==> src/design/cwfr_pkg.sv <==
package cwfr_pkg;

	// window geometry
	localparam int unsigned WIN_LEN   = 11;
	localparam logic [3:0]  BODY_LAST = 4'd9;    // index of the last body byte
	localparam logic [3:0]  CHECK_POS = 4'd10;   // newest byte, holds the check value
	localparam logic [2:0]  REPLY_LAST = 3'd6;   // index of the reply check byte

	// CRC-8, polynomial x^8 + x^2 + x + 1, MSB first
	localparam logic [7:0] CRC_POLY = 8'h07;

	// register reset values
	localparam logic [7:0] ALIGN_THR_RST = 8'd250;
	localparam logic [7:0] MANEUVER_RST  = 8'd1;

	// register indexes (paddr[2])
	localparam logic REG_ALIGN_THR = 1'b0;
	localparam logic REG_MANEUVER  = 1'b1;

	typedef enum logic [1:0] {
		ST_IDLE,
		ST_CRC,
		ST_CHECK,
		ST_EMIT
	} state_t;

	// one byte through the CRC register: 8 shift/xor steps
	function automatic logic [7:0] crc8_byte(input logic [7:0] c_in);
		logic [7:0] c;
		c = c_in;
		for (int b = 0; b < 8; b++) begin
			if (c[7]) begin
				c = {c[6:0], 1'b0} ^ CRC_POLY;
			end else begin
				c = {c[6:0], 1'b0};
			end
		end
		return c;
	endfunction

endpackage

==> src/design/crc8_window_frame_responder_top.sv <==
// Byte-stream frame responder. Every byte accepted on rx shifts into an
// 11-byte window (cleared at reset); a byte-wide CRC-8 unit (poly 0x07, init 0)
// then runs over the oldest ten bytes, one byte a cycle, and the result is
// compared with the newest byte. A mismatch bumps bad_checks and gives one
// result with is_reply low. A match bumps good_frames, updates adcs/engine/led
// from the command and alignment bytes, and gives seven reply bytes:
// timestamp (LSB first), engine, adcs and a CRC-8 over those six, which the
// same CRC unit builds as the bytes leave. rx_stall is high from acceptance
// until the last result of the item has been taken, so no new byte is taken
// while an item is in progress. An item passes through the accepting cycle,
// ten passes through the shared CRC unit, one compare step and its results,
// one result per cycle while res_stall is low.
// Configuration registers (APB, 32-bit): 0x0 alignment_threshold, 0x4
// maneuver_code; write only while the block is idle.
module crc8_window_frame_responder_top (
	input  logic        clk,
	input  logic        arst_n,
	// configuration
	input  logic        psel,
	input  logic        penable,
	input  logic        pwrite,
	input  logic [2:0]  paddr,
	input  logic [31:0] pwdata,
	output logic [31:0] prdata,
	output logic        pready,
	// byte input
	input  logic        rx_valid,
	output logic        rx_stall,
	input  logic [7:0]  rx_data,
	// results
	output logic        res_valid,
	input  logic        res_stall,
	output logic [7:0]  reply_byte,
	output logic        is_reply,
	output logic        last_of_run,
	output logic        engine_on,
	output logic        adcs_on,
	output logic        led_level,
	output logic [31:0] good_frames,
	output logic [31:0] bad_checks
);

	cwfr_pkg::state_t state_q, state_nxt;

	logic [7:0]  win_q [cwfr_pkg::WIN_LEN];
	logic [3:0]  idx_q;
	logic [2:0]  k_q;
	logic [7:0]  crc_q;
	logic [7:0]  crc_next;
	logic [7:0]  unit_in;
	logic [7:0]  next_byte;
	logic [7:0]  reply_byte_q;
	logic        is_reply_q;
	logic        last_q;
	logic        engine_q;
	logic        adcs_q;
	logic        led_q;
	logic [31:0] good_q;
	logic [31:0] bad_q;
	logic [7:0]  align_thr_q;
	logic [7:0]  maneuver_q;
	logic        adcs_new;
	logic        engine_new;
	logic        rx_acc;
	logic        res_acc;
	logic        cfg_wr;

	// APB register file
	assign pready = 1'b1;
	assign cfg_wr = psel & penable & pwrite;

	always_ff @(posedge clk or negedge arst_n) begin
		if (!arst_n) begin
			align_thr_q <= cwfr_pkg::ALIGN_THR_RST;
			maneuver_q  <= cwfr_pkg::MANEUVER_RST;
		end else if (cfg_wr) begin
			unique case (paddr[2])
				cwfr_pkg::REG_ALIGN_THR: align_thr_q <= pwdata[7:0];
				cwfr_pkg::REG_MANEUVER:  maneuver_q  <= pwdata[7:0];
				default: ;
			endcase
		end
	end

	always_comb begin
		unique case (paddr[2])
			cwfr_pkg::REG_ALIGN_THR: prdata = {24'd0, align_thr_q};
			cwfr_pkg::REG_MANEUVER:  prdata = {24'd0, maneuver_q};
			default:                 prdata = 32'd0;
		endcase
	end

	// next state
	always_comb begin
		state_nxt = state_q;
		unique case (state_q)
			cwfr_pkg::ST_IDLE:  if (rx_valid) state_nxt = cwfr_pkg::ST_CRC;
			cwfr_pkg::ST_CRC:   if (idx_q == cwfr_pkg::BODY_LAST) state_nxt = cwfr_pkg::ST_CHECK;
			cwfr_pkg::ST_CHECK: state_nxt = cwfr_pkg::ST_EMIT;
			cwfr_pkg::ST_EMIT:  if (!res_stall && last_q) state_nxt = cwfr_pkg::ST_IDLE;
			default:            state_nxt = cwfr_pkg::ST_IDLE;
		endcase
	end

	// state outputs: handshakes and the CRC unit's operand
	always_comb begin
		unique case (state_q)
			cwfr_pkg::ST_IDLE: begin
				rx_stall  = 1'b0;
				res_valid = 1'b0;
				unit_in   = win_q[idx_q];
			end
			cwfr_pkg::ST_EMIT: begin
				rx_stall  = 1'b1;
				res_valid = 1'b1;
				unit_in   = reply_byte_q;
			end
			default: begin
				rx_stall  = 1'b1;
				res_valid = 1'b0;
				unit_in   = win_q[idx_q];
			end
		endcase
	end

	assign rx_acc  = rx_valid & ~rx_stall;
	assign res_acc = res_valid & ~res_stall;

	// shared byte-wide CRC unit
	assign crc_next = cwfr_pkg::crc8_byte(crc_q ^ unit_in);

	// frame decode
	assign adcs_new   = (win_q[9] == maneuver_q);
	assign engine_new = adcs_new && (win_q[8] >= align_thr_q);

	// reply byte that follows reply byte k_q
	always_comb begin
		unique case (k_q)
			3'd0:    next_byte = win_q[5];
			3'd1:    next_byte = win_q[6];
			3'd2:    next_byte = win_q[7];
			3'd3:    next_byte = {7'd0, engine_q};
			3'd4:    next_byte = {7'd0, adcs_q};
			default: next_byte = crc_next;
		endcase
	end

	// datapath and state
	always_ff @(posedge clk or negedge arst_n) begin
		if (!arst_n) begin
			state_q      <= cwfr_pkg::ST_IDLE;
			for (int i = 0; i < cwfr_pkg::WIN_LEN; i++) begin
				win_q[i] <= 8'd0;
			end
			idx_q        <= 4'd0;
			k_q          <= 3'd0;
			crc_q        <= 8'd0;
			reply_byte_q <= 8'd0;
			is_reply_q   <= 1'b0;
			last_q       <= 1'b0;
			engine_q     <= 1'b0;
			adcs_q       <= 1'b0;
			led_q        <= 1'b1;
			good_q       <= 32'd0;
			bad_q        <= 32'd0;
		end else begin
			state_q <= state_nxt;
			unique case (state_q)
				cwfr_pkg::ST_IDLE: begin
					// shift the new byte in, oldest drops out
					if (rx_acc) begin
						for (int i = 0; i < cwfr_pkg::WIN_LEN - 1; i++) begin
							win_q[i] <= win_q[i+1];
						end
						win_q[cwfr_pkg::WIN_LEN-1] <= rx_data;
						idx_q <= 4'd0;
						crc_q <= 8'd0;
					end
				end
				cwfr_pkg::ST_CRC: begin
					crc_q <= crc_next;
					idx_q <= idx_q + 4'd1;
				end
				cwfr_pkg::ST_CHECK: begin
					if (crc_q != win_q[cwfr_pkg::CHECK_POS]) begin
						bad_q        <= bad_q + 32'd1;
						reply_byte_q <= 8'd0;
						is_reply_q   <= 1'b0;
						last_q       <= 1'b1;
					end else begin
						good_q       <= good_q + 32'd1;
						adcs_q       <= adcs_new;
						engine_q     <= engine_new;
						led_q        <= ~engine_new;
						crc_q        <= 8'd0;
						k_q          <= 3'd0;
						reply_byte_q <= win_q[4];
						is_reply_q   <= 1'b1;
						last_q       <= 1'b0;
					end
				end
				cwfr_pkg::ST_EMIT: begin
					// fold the departing byte into the reply CRC, load the next
					if (res_acc && !last_q) begin
						crc_q        <= crc_next;
						k_q          <= k_q + 3'd1;
						reply_byte_q <= next_byte;
						last_q       <= ((k_q + 3'd1) == cwfr_pkg::REPLY_LAST);
					end
				end
				default: ;
			endcase
		end
	end

	assign reply_byte  = reply_byte_q;
	assign is_reply    = is_reply_q;
	assign last_of_run = last_q;
	assign engine_on   = engine_q;
	assign adcs_on     = adcs_q;
	assign led_level   = led_q;
	assign good_frames = good_q;
	assign bad_checks  = bad_q;

endmodule

==> config.mk <==
export PLATFORM = sky130hd
export DESIGN_NAME = crc8_window_frame_responder_top
export DESIGN_NICKNAME = d
export VERILOG_FILES = /design/src/design/cwfr_pkg.sv /design/src/design/crc8_window_frame_responder_top.sv
export SDC_FILE = /design/constraint.sdc
export NUM_CORES = 1
export LEC_CHECK = 0
export ABC_AREA = 1
export BUFFER_PORTS_ARGS = -buffer_cell sky130_fd_sc_hd__buf_4
export CORE_MARGIN = 3
export CORE_UTILIZATION = 40
export CTS_CLUSTER_SIZE = 25
export DETAILED_ROUTE_END_ITERATION = 8
export PLACE_DENSITY = 0.55
export SYNTH_ARGS = -nofsm -noshare
export SYNTH_HDL_FRONTEND = slang
export SYNTH_SLANG_ARGS = --single-unit
==> constraint.sdc <==
create_clock -name clk -period 3.43 [get_ports clk]
set_input_delay 0.5145 -clock clk [delete_from_list [all_inputs] [get_ports clk]]
set_output_delay 0.5145 -clock clk [all_outputs]
set_load 0.005 [all_outputs]
# == Yosys cells after proc, flatten, opt, wreduce, memory -nomap -nowiden ==
# Cells that the tools add are included.
# classes
addsub,4
mul,0
div,0
n_lt_le_gt_ge,2
n_eq_ne,17
shift,0
muxes,36
bitwise,18
n_reduce_logical,19
# ops
cell,n
"32-bit by 1-bit adder with 32-bit output, second input constant",2
8-bit two-way mux,8
32-bit case mux with 2 select lines,1
8-bit case mux with 5 select lines,1
8-bit binary-select mux with 4-bit select,1
8-bit case mux with 4 select lines,1
3-bit two-way mux,10
3-bit NOT,8
8-bit case mux with 2 select lines,1
2-bit AND reduction,7
"2-bit != test, second input constant",6
3-bit AND reduction,3
8-bit == test,1
8-bit greater-or-equal comparator,1
8-bit != test,1
2-bit case mux with 4 select lines,1
4-bit case mux with 2 select lines,1
8-bit XOR,1
"3-bit by 2-bit == test with 1-bit output, second input constant",2
"3-bit == test, second input constant",2
2-bit two-way mux,3
3-bit case mux with 2 select lines,1
"5-bit greater-or-equal comparator, second input constant",1
1-bit two-way mux,5
other kinds (16),27
# word_totals
regBits,198
latchBits,0
ramBits,0
romBits,0
input_bits,50
out_inout_bits,112
wordCells,121
n_memories,0

# == Depth between registers and ports, before layout ==
# Gate-level depths: netlist of run 1.
# logic_depth
depth_word,25
ltp_mapped,18
ltp_nobuf,17

# == Least setup slack after synthesis of run 1 ==
# OpenSTA, ideal clock, no wires.
# synth_path
kind,register to register
from,register win_q[3] (netlist bit)
to,"register good_q[31], in the netlist good_frames[31]"
setup_ns,0.120
t_arrival_ns,1.831
setup_slack_ns,1.478
stages_incl_launch_ff,15
n_path_buf,0
path_cell_list,dfrtp_1 > xnor2_1 > nand2_1 > nor2_1 > nand2_4 > nor2_8 > nand2_4 > nor2_4 > nand2_2 > nor2_4 > nand3_4 > nor2_4 > nand2_2 > o21ai_1 > nand2_1
# synth_via
elab_chain_cells,3
# synth_lines
item,line_no,source
"start, declared",crc8_window_frame_responder_top.sv:45,logic [7:0] win_q [cwfr_pkg::WIN_LEN];
"start signal, assigned by index",crc8_window_frame_responder_top.sv:173,win_q[i] <= win_q[i+1];
"start signal, assigned by index",crc8_window_frame_responder_top.sv:175,win_q[cwfr_pkg::WIN_LEN-1] <= rx_data;
8-bit != test,crc8_window_frame_responder_top.sv:185,if (crc_q != win_q[cwfr_pkg::CHECK_POS]) begin
1-bit NOT (no source line),--,
2-bit AND reduction (no source line),--,
"end signal, assigned",crc8_window_frame_responder_top.sv:191,good_q <= good_q + 32'd1;
"end, declared",crc8_window_frame_responder_top.sv:58,logic [31:0] good_q;
# Every way passes these cells.
# A chain may end at the register's enable or synchronous reset.

# == Worst setup path in the final report of run 1 ==
# layout_path
from,register idx_q[0]
to,"register reply_byte_q[1], in the netlist reply_byte[1]"
# layout_via
elab_chain_cells,14
word_cells_on_any_way,16
classes_between,mux: 11; bitwise: 5
# layout_lines
item,line_no,source
"start, declared",crc8_window_frame_responder_top.sv:46,logic [3:0] idx_q;
"start signal, assigned",crc8_window_frame_responder_top.sv:182,idx_q <= idx_q + 4'd1;
4-bit NOT with 5-bit output (implied by the code) (*),"crc8_window_frame_responder_top.sv:111, crc8_window_frame_responder_top.sv:121",
8-bit binary-select mux with 4-bit select (*),"crc8_window_frame_responder_top.sv:111, crc8_window_frame_responder_top.sv:121",
8-bit two-way mux (implied by the code) (*) (2 in series),"crc8_window_frame_responder_top.sv:111, crc8_window_frame_responder_top.sv:121",
8-bit two-way mux (*),--,
8-bit XOR (*),crc8_window_frame_responder_top.sv:130,assign crc_next = cwfr_pkg::crc8_byte(crc_q ^ unit_in);
3-bit NOT (no source line),--,
3-bit two-way mux,cwfr_pkg.sv:32,if (c[7]) begin
3-bit two-way mux or 3-bit NOT (tied branches),--,
3-bit NOT (no source line) or 3-bit two-way mux (tied branches),--,
3-bit two-way mux (*),cwfr_pkg.sv:32,
8-bit case mux with 5 select lines (*),crc8_window_frame_responder_top.sv:138,unique case (k_q)
8-bit two-way mux (*),crc8_window_frame_responder_top.sv:204,if (res_acc && !last_q) begin
8-bit case mux with 2 select lines (*),crc8_window_frame_responder_top.sv:168,unique case (state_q)
"end signal, assigned",crc8_window_frame_responder_top.sv:197,reply_byte_q <= win_q[4];
"end signal, assigned",crc8_window_frame_responder_top.sv:207,reply_byte_q <= next_byte;
"end, declared",crc8_window_frame_responder_top.sv:52,logic [7:0] reply_byte_q;
# Every way passes the cells marked *; elsewhere a longest branch is shown, timed or not. The select of a mux whose other input is x is not followed.

==> results of run 1 <==
==> routing by layer <==
metal  share of wire, %  GRT usage [%]  vias to the layer above
li1                   -              -                     4807
met1                 46           26.9                     4504
met2                 47           34.4                      245
met3                4.2           3.21                       42
met4                2.7           6.96                        0
met5                  0              0                        -
==> power by group through the flow <==
stage / Sequential, uW / Clock (uW) / Combinational [uW]
final: 3570 / 2100 / 4950
after global routing: 3660 / 2250 / 5660
after CTS: 3560 / 2140 / 4960
after detailed placement: 3600 / 0 / 4930
after global placement: 3600 / 0 / 4860
after floorplan: 3370 / 0 / 3570
==> metrics by stage <==
stage | power, uW | instance area (um2) | hold WS, ps | cells
after floorplan | 6940 | 11200 | 219 | 1472
after global placement | 8450 | 12200 | 466 | 1898
after detailed placement | 8540 | 12200 | 473 | 1898
after CTS | 10700 | 12900 | 61.3 | 1930
after global routing | 11600 | 12900 | 65.1 | 1930
final | 10600 | 12900 | 40.3 | 1930
==> area by class of cell <==
cell class	count	area share, %
multi-input combinational	1047	40.9
sequential	198	38.6
timing repair buffer	125	7.53
inverter	156	4.55
tap	372	3.61
clock buffer	17	3.30
clock inverter	15	1.56
==> registers in the layout (all words and copies together), names as in the netlist, 2 cells and up <==
signal,cells
k_q,3
maneuver_q,8
state_q,2
win_q,88
bad_checks,32
align_thr_q,8
idx_q,4
good_frames,32
reply_byte,8
crc_q,8
==> logic make-up (layout without fill, tap and decap cells) <==
kind of cell	Yosys count	count (layout)	share of synthesized area (%)
other	2	25	0.0676
AOI/OAI and AO/OA	212	212	10.1
DFF	198	198	44.7
and+or+nand+nor	720	720	28.5
xor gates and xnor gates	68	68	5.36
buffers and inverters	227	313	8.76
adders and majority gates	22	22	2.48
==> critical path, cell delays in order (launching register included) <==
cell     delay, ps
dfrtp_2        690
buf_4          430
nor2_2         120
inv_1          120
o21ai_0        100
a21oi_1        140
nand2_1        130
nand2_1        100
nand2_1         50
nand2_1        150
nand2_1         90
nand2_1         90
nand2_1         70
nand2_1         80
nand2_1         50
nand2_1         70
a21oi_1         60
==> synthesized netlist by cell type (all sizes together) <==
| cell type | instances | area share, % |
|---|---|---|
| or4 | 1 | 0.068 |
| a21oi | 41 | 1.8 |
| dfrtp | 190 | 43 |
| xnor2 | 26 | 2.1 |
| and3 | 1 | 0.056 |
| and3b | 1 | 0.079 |
| or2 | 8 | 0.45 |
| a41oi | 1 | 0.079 |
| clkinv | 3 | 0.10 |
| conb | 2 | 0.068 |
| ha | 22 | 2.5 |
| o211ai | 9 | 0.61 |
| clkbuf | 31 | 1.0 |
| nor3b | 1 | 0.068 |
| o21ai | 143 | 6.4 |
| nor3 | 26 | 1.4 |
| nand4 | 28 | 1.6 |
| dfstp | 8 | 1.9 |
| xor2 | 42 | 3.3 |
| nand2 | 464 | 16 |
| o21a | 1 | 0.068 |
| buf | 40 | 2.4 |
| nand3 | 95 | 4.6 |
| o2111ai | 1 | 0.079 |
| inv | 153 | 5.2 |
| nor2 | 84 | 3.5 |
| nor4 | 10 | 0.75 |
| o22ai | 10 | 0.56 |
| o31ai | 1 | 0.068 |
| nand3b | 1 | 0.068 |
| a211oi | 5 | 0.34 |
==> path summary, 6_finish.rpt <==
kind	from	end	slack, ps	depth (start not counted)
worst max-delay path	idx_q[0]	reply_byte[1]	730	16
worst min register to register	win_q[73]	win_q[73]	490	2
min in group clk	rx_data[3]	win_q[3]	280	3
worst min-delay path	arst_n	good_frames[0]	40	1
max in group asynchronous	arst_n	align_thr_q[1]	2470	2
worst max register to register	idx_q[0]	reply_byte[1]	730	16
==> results.yml, run 1 <==
floorplanning:
  core-area_um2: 27100
  initial_core_utilization_pct: 41.0
  floorplan.rows: 60
  die_height_um: 173
  die_area_um2: 29800
  die_width_um: 173
  top_level_ports: 162
final_layout:
  most-common-layout-cells: "455 x nand2_1, 189 x dfrtp_1, 148 x inv_1"
  layout.cells.most_common: "nand2_1"
  multiInputGateArea_um2: 5260
  post_route_cells_drive_above_1_share_pct: 13.4
  storage_element_area_um2: 4970
  num-fill-cells: 2743
  diodes: 0
  syn2layout_area_growth_pct: 15.9
  final_nets: 1617
  postLayoutCoreUtil_pct: 47.5
yosys:
  post_synth_instance_area_um2: 11100
  syn-instance-count: 1449
  synthDistinctLibCells: 46
  postSynthRegisterBits: 198
  synth_seq_area_share_pct: 44.7
  synth.yosys.warnings: 0
  postSynthAreaPerCell_um2: 7.67
power_and_ir_drop:
  clockPowerShare_pct: 19.8
  power.combinational.fraction_pct: 46.6
  vdd_drop_max_uv: 315
  power.net_switching_uw: 4970
  cellInternalPower_uw: 5650
  power.switching_fraction_pct: 46.8
  power-per-cell-area_nw_per_um2: 824
  total_leakage_power_uw: 0.00627
  seq_power_share_pct: 33.6
clock_network:
  cts.repair_timing.setup_buffer_count: 0
  clk-insertion-delay-late_ps: 450
  tritoncts_num_sinks: 198
  cts_hold_buffers: 0
  cts_tree: "built"
  max-clock-path-buffers: 2
  worst_setup_hold_path_clk_slew_ps: 90
  cts_resized: 0
  clk_root_buffer_cell: "clkbuf_16"
  tritoncts.num_buffers: 17
  htree_num_levels: 4
placed_design:
  dp_slack_ps: 766
  gp_congestion: 0.852
  place.detailed.hpwl_mm: 22.4
  port_buffers: 110
job:
  timing.max_cap.violations: 0
route:
  per_cell_routed_wire_length_um: 15.7
  drt_iter0_drc: 694
  detail_route.first_pass.iterations: 5
  routed_wirelength_mm: 30.2
  vias: 9598
  post-route-drc-count: 0
  count_of_antenna_violating_nets_left_after_detailed_routing: 0
  routed_via_density: 4.97
timing:
  rsz0062_at_grt: "false"
  final.setup.worst_slack_ps: 729
  fmaxAchievable_ghz: 0.370
  clock_skew_ps: 14.8
  total_count_of_hold_check_failures_in_the_final_report: 0
  drv_slew: 0
  worst_slew_margin_rel_pct: 40.9
  tightest_slew_ps: 878
  setup_total_negative_slack_ps: 0
  min_period_over_period_pct: 78.8
  setup_viol: 0
  finalWorstPathRequiredPeriod_ps: 2700
grt:
  grt_pass1_vias: 9347
  grt_start_max_net_pins: 77
  grt_antenna_before_repair: 0
  globalRoute.totalOverflow: 0
  grt_pass1_wl_mm: 49.3
  gr-usage-all-layers_pct: 20.4
worst_setup_path:
  worstPathMaxFanout: 32
  critPathArrivalTime_ps: 3030
  start_kind: "register"
  setup.worst_path.end_class: "register"
  worstSetupPathType: "register to register"
  critical_path_required_ps: 3760
hold_path:
  timing.hold.worst.class: "input pin to asynchronous set/reset pin"
run_status:
  run_status: "completed"
(Power assumes the default switching activity.)
==> run 2: changes to the inputs <==
Settings changed: PLACE_DENSITY 0.55 to 0.58.
Clock period 3.43 ns to 2.3 ns, I/O delays scaled along.
==> run 2 against run 1 <==
Compared with the run above:
- fmax is 22% higher
- routed wire length is 1.2% higher
- clock power is 47% higher
- critical path depth is 1 lower
- combinational power is 72% higher
- cell area is 5.0% higher
- die area stayed put
- via count is 2.3% higher
- global-route usage is 0.43 points lower
- largest cell class unchanged
==> results.yml, run 2 (same netlist as run 1, synthesis figures left out) <==
run_status:
  run_status: "completed"
clock_network:
  worst_setup_hold_path_clk_slew_ps: 80
  max-clock-path-buffers: 2
  clk-insertion-delay-late_ps: 450
  tritoncts_num_sinks: 198
  cts_tree: "built"
  htree_num_levels: 4
  tritoncts.num_buffers: 17
  clk_root_buffer_cell: "clkbuf_16"
timing:
  tightest_slew_ps: 531
  worst_slew_margin_rel_pct: 64.6
  drv_slew: 0
  finalWorstPathRequiredPeriod_ps: 2210
  clock_skew_ps: 13.4
  total_count_of_hold_check_failures_in_the_final_report: 0
  setup_viol: 0
  final.setup.worst_slack_ps: 92.0
  min_period_over_period_pct: 96.0
  rsz0062_at_grt: "true"
  fmaxAchievable_ghz: 0.453
placed_design:
  dp.cells: 1934
  place.detailed.hpwl_mm: 22.4
  port_buffers: 110
  dp_slack_ps: 88.8
  gp_congestion: 0.874
final_layout:
  largest_register: "win_q"
  number_of_flip_flops_under_the_largest_register_name: 88
  most-common-layout-cells: "433 x nand2_1, 187 x dfrtp_1, 162 x buf_4"
  syn2layout_area_growth_pct: 21.7
  post_route_cells_drive_above_1_share_pct: 18.9
  layout.cells.most_common: "nand2_1"
  diodes: 0
  layout.cells.non_filler: 1982
  final_nets: 1669
  num-fill-cells: 2673
floorplanning:
  die_area_um2: 29800
  core-area_um2: 27100
  floorplan.rows: 60
  die_width_um: 173
  die_height_um: 173
  initial_core_utilization_pct: 41.0
  top_level_ports: 162
grt:
  grt_pass1_wl_mm: 48.5
  globalRoute.totalOverflow: 0
  grt_antenna_before_repair: 0
  gr-usage-all-layers_pct: 20.0
  grt_pass1_vias: 9137
  grt_start_max_net_pins: 60
worst_setup_path:
  critical_path_required_ps: 2640
  timing.critical_path.cells: "inv_2 -> nand2_2 -> nand4_1 -> nor2_2 -> nand2_4 -> nor2_8 -> nand2_4 -> nor2_4 -> nand2_4 -> nor2_4 -> nand3_4 -> nor2_4 -> nand2_2 -> o21ai_2 -> nand2_1"
  r2r-start: "crc_q[5]"
  critical_path.reg2reg.endpoint: "good_frames[31]"
  worst-r2r-setup-slack_ps: 90
  timing.critical_path.slowest_stage_cell: "dfrtp_1"
  start_kind: "register"
  worstSetupPathType: "register to register"
  cp_slowest_stage_delay_ps: 430
  setup.worst_path.end_class: "register"
  worstPathMaxFanout: 4
  critPathArrivalTime_ps: 2550
  worstRegToRegCells: 15
route:
  detail_route.first_pass.iterations: 7
  post-route-drc-count: 0
  per_cell_routed_wire_length_um: 15.4
  routed_wirelength_mm: 30.6
  vias: 9815
  routed_via_density: 4.95
  drt_iter0_drc: 588
  count_of_antenna_violating_nets_left_after_detailed_routing: 0
job:
  timing.max_cap.violations: 0
hold_path:
  worstHoldStart: "rx_data[5]"
  hold_path_end: "win_q[5]"
  hold-path-cell-count: 3
  timing.hold.worst.class: "input pin to register"
power_and_ir_drop:
  vdd_drop_max_uv: 595
  power-per-cell-area_nw_per_um2: 1250
  total_leakage_power_uw: 0.00660
run 2: worst max path at each step:
stage               cells after the start         endpoint  slack, ps  startpoint
CTS                                    16    reply_byte[1]         70    idx_q[1]
detailed placement                     16    reply_byte[1]         90    idx_q[1]
global placement                       14   bad_checks[25]         80    crc_q[1]
finish                                 15  good_frames[31]         90    crc_q[5]
floorplan                              14  good_frames[31]        350    win_q[3]
global route                           15  good_frames[31]        -40    crc_q[5]
run 2: what timing repair did:
action	4_1_cts	5_1_grt
setup buffers	0	11
hold buffers	1	0
endpoints found under the setup margin	0	30
gates resized for setup	0	61
endpoints found under the hold margin	53	0
run 2: worst max-delay path: cells and delay by family (launching register included):
family	cells	cell delay (ps)
and+or+nand+nor	13	1480
DFF	1	430
AOI/OAI and AO/OA	1	110
buffers and inverters	1	70
run 2: power by group:
part / switching (uW) / leakage (uW) / internal [uW] / total, uW
Sequential: 848 / 0.00262 / 4450 / 5300
Clock: 1540 / 0.000290 / 1550 / 3090
Combinational: 5290 / 0.00370 / 3210 / 8500
Total: 7670 / 0.00660 / 9210 / 16900
run 2: cell type report:
class / instances / area (um2) / share of cell area, %
multi-input combinational: 1047 / 5410 / 40.0
sequential: 198 / 4970 / 36.8
timing repair buffer: 177 / 1500 / 11.1
inverter: 156 / 588 / 4.35
tap: 372 / 465 / 3.44
clock buffer: 17 / 425 / 3.15
clock inverter: 15 / 164 / 1.21
run 2: stage by stage:
stage | total power (uW) | utilization [%] | hold WS [ps] | TNS [ps] | instance area (um2)
after floorplan | 10400 | - | 49.4 | 0 | 11200
after global placement | 13000 | 46.4 | 371 | 0 | 12600
after detailed placement | 13200 | 46.4 | 368 | 0 | 12600
after CTS | 16300 | 48.6 | 99.1 | 0 | 13200
after global routing | 18300 | 49.9 | 115 | -133 | 13500
final | 16900 | 49.9 | 112 | 0 | 13500
run 2: layer usage:
layer	track usage (%)	share of wire, %
met1	27.6	46
met2	33.1	48
met4	5.68	2.1
met5	0	0
met3	2.68	4.1
==> run 3: changes to the inputs <==
Settings changed: CELL_PAD_IN_SITES_DETAIL_PLACEMENT set to 0, CELL_PAD_IN_SITES_GLOBAL_PLACEMENT set to 2, CORE_MARGIN 3 to 4, CORE_UTILIZATION 40 to 30, HOLD_SLACK_MARGIN set to 0.15, PLACE_DENSITY 0.58 to 0.72.
==> run 3 against run 2 <==
Compared with the run above:
- register-to-register slack better by 30 ps
- critical path type unchanged
- worst setup slack better by 30 ps
- die area up 35%
- combinational power up 0.8%
- critical path depth unchanged
- fmax up 1.4%
- highest routed layer is now met5
- first-iteration DRC count down 25%
- utilization down 12 points
- worst hold slack better by 57 ps
- non-clock buffer count up 8
==> results.yml, run 3 (same netlist as run 1, synthesis figures left out) <==
power_and_ir_drop:
  power.combinational.fraction_pct: 51.1
  total_leakage_power_uw: 0.00660
  p_total_uw: 16800
  power-per-cell-area_nw_per_um2: 1230
  power.net_switching_uw: 7730
  vdd_drop_max_uv: 756
  clockPowerShare_pct: 17.7
  cellInternalPower_uw: 9050
  seq_power_share_pct: 31.2
  power.switching_fraction_pct: 46.1
final_layout:
  postLayoutCoreUtil_pct: 37.4
  final_nets: 1677
  syn2layout_area_growth_pct: 23.1
  largest_register: "win_q"
  diodes: 0
  num-fill-cells: 3855
  layout.cells.most_common: "nand2_1"
  number_of_flip_flops_under_the_largest_register_name: 88
  layout.cells.non_filler: 2086
  post_route_cells_drive_above_1_share_pct: 18.2
  most-common-layout-cells: "441 x nand2_1, 188 x dfrtp_1, 160 x buf_4"
timing:
  drv_slew: 0
  worst_hold_slack_ps: 170
  setup_total_negative_slack_ps: 0
  total_count_of_hold_check_failures_in_the_final_report: 0
  finalWorstPathRequiredPeriod_ps: 2180
  min_period_over_period_pct: 94.7
  worst_slew_margin_rel_pct: 64.0
  clock_skew_ps: 12.4
  setup_viol: 0
  tightest_slew_ps: 535
  fmaxAchievable_ghz: 0.459
  rsz0062_at_grt: "true"
worst_setup_path:
  r2r-start: "win_q[1]"
  timing.critical_path.mode_cell: "nand2_1"
  critical_path_required_ps: 2650
  worstPathMaxFanout: 3
  timing.critical_path.cells: "inv_1 -> nand2_1 -> nand4_1 -> nor2_2 -> nand2_4 -> nor2_8 -> nand2_4 -> nor2_4 -> nand2_2 -> nor2_4 -> nand3_4 -> nor3_4 -> nand2_1 -> nand2_1 -> nand2_1"
  start_kind: "register"
  cp_slowest_stage_delay_ps: 400
  cp-startpoint: "win_q[1]"
  worstSetupPathType: "register to register"
  timing.critical_path.buf_inv: 1
  setup.worst_path.end_class: "register"
  critPathArrivalTime_ps: 2530
  timing.critical_path.slowest_stage_cell: "dfrtp_1"
  path_delay_family: "simple AND/OR/NAND/NOR gates"
clock_network:
  tritoncts_num_sinks: 198
  clk_root_buffer_cell: "clkbuf_16"
  max-clock-path-buffers: 2
  worst_setup_hold_path_clk_slew_ps: 80
  htree_num_levels: 4
  tritoncts.num_buffers: 17
  cts_tree: "built"
  clk-insertion-delay-late_ps: 450
floorplanning:
  die_area_um2: 40200
  core-area_um2: 36500
  die_width_um: 200
  initial_core_utilization_pct: 30.4
  die_height_um: 200
  top_level_ports: 162
  floorplan.rows: 70
run_status:
  run_status: "completed"
route:
  routed_via_density: 4.61
  per_cell_routed_wire_length_um: 16.2
  post-route-drc-count: 0
  detail_route.first_pass.iterations: 5
  drt_iter0_drc: 439
  count_of_antenna_violating_nets_left_after_detailed_routing: 0
  routed_wirelength_mm: 33.7
  vias: 9620
placed_design:
  dp.cells: 2034
  gp_congestion: 0.822
  port_buffers: 110
  place.detailed.hpwl_mm: 25.3
hold_path:
  timing.hold.worst.class: "input pin to register"
  worstHoldStart: "pwdata[7]"
job:
  timing.max_cap.violations: 0
grt:
  grt_start_max_net_pins: 75
  grt_antenna_before_repair: 1
  globalRoute.totalOverflow: 0
  gr-usage-all-layers_pct: 16.9
  grt_pass1_vias: 9580
  grt_pass1_wl_mm: 54.5
==> run 3: changes by cell type in the layout (fill, tap and decap cells not counted), moves of 3 or more <==
| cell | change |
|---|---|
| nand2_2 | -7 |
| clkbuf_16 | -3 |
| nand3_2 | +7 |
| dlygate4sd3_1 | +13 |
| nand2_1 | +8 |
| a21oi_2 | -3 |
| nand3_1 | -7 |
==> run 3: layer usage <==
layer,global-route usage (%),wire length [um]
met1,23.3,15800
met2,27.9,16400
met5,0,20
met4,3.29,370
met3,3.23,1160
==> run 3: layout make-up <==
class                   instances  area, um2  area share (%)
clock buffers                  19        443            3.24
clock inverters                13        119           0.869
inverters                     156        586            4.28
multi-input cells            1047       5420            39.7
flip-flops and latches        198       4970            36.3
well taps                     468        586            4.28
repair buffers                185       1550            11.3
==> run 3: power groups by stage <==
stage | clock (uW) | sequential [uW] | combinational [uW]
after floorplan | 0 | 5030 | 5320
after global placement | 0 | 5280 | 8170
after detailed placement | 0 | 5310 | 8200
after CTS | 3100 | 5240 | 8260
after global routing | 3220 | 5370 | 9840
final | 2980 | 5230 | 8570
==> run 3: timing repair <==
action	4_1_cts	5_1_grt
hold buffers	14	0
gates resized for setup	0	48
endpoints found under the setup margin	0	29
endpoints found under the hold margin	58	0
setup buffers	0	6
==> run 3: worst paths after layout <==
path | end | slack [ps] | depth (start not counted)
worst min register to register | win_q[78] | 480 | 2
min in group asynchronous | win_q[87] | 410 | 2
worst max-delay path | good_frames[30] | 120 | 15
worst min-delay path | align_thr_q[7] | 170 | 3
worst max register to register | good_frames[30] | 120 | 15
max in group asynchronous | crc_q[2] | 1190 | 3
==> run 3: per-stage QoR <==
stage | setup WS, ps | instance area [um2]
after floorplan | 348 | 11200
after global placement | 46.1 | 12800
after detailed placement | 27.6 | 12800
after CTS | 2.08 | 13500
after global routing | -78.2 | 13700
final | 122 | 13700
==> run 3: worst min-delay path, delay by kind of cell <==
family | cells | cell delay [ps]
buffers and inverters | 2 | 170
AO/OA/AOI/OAI | 1 | 90
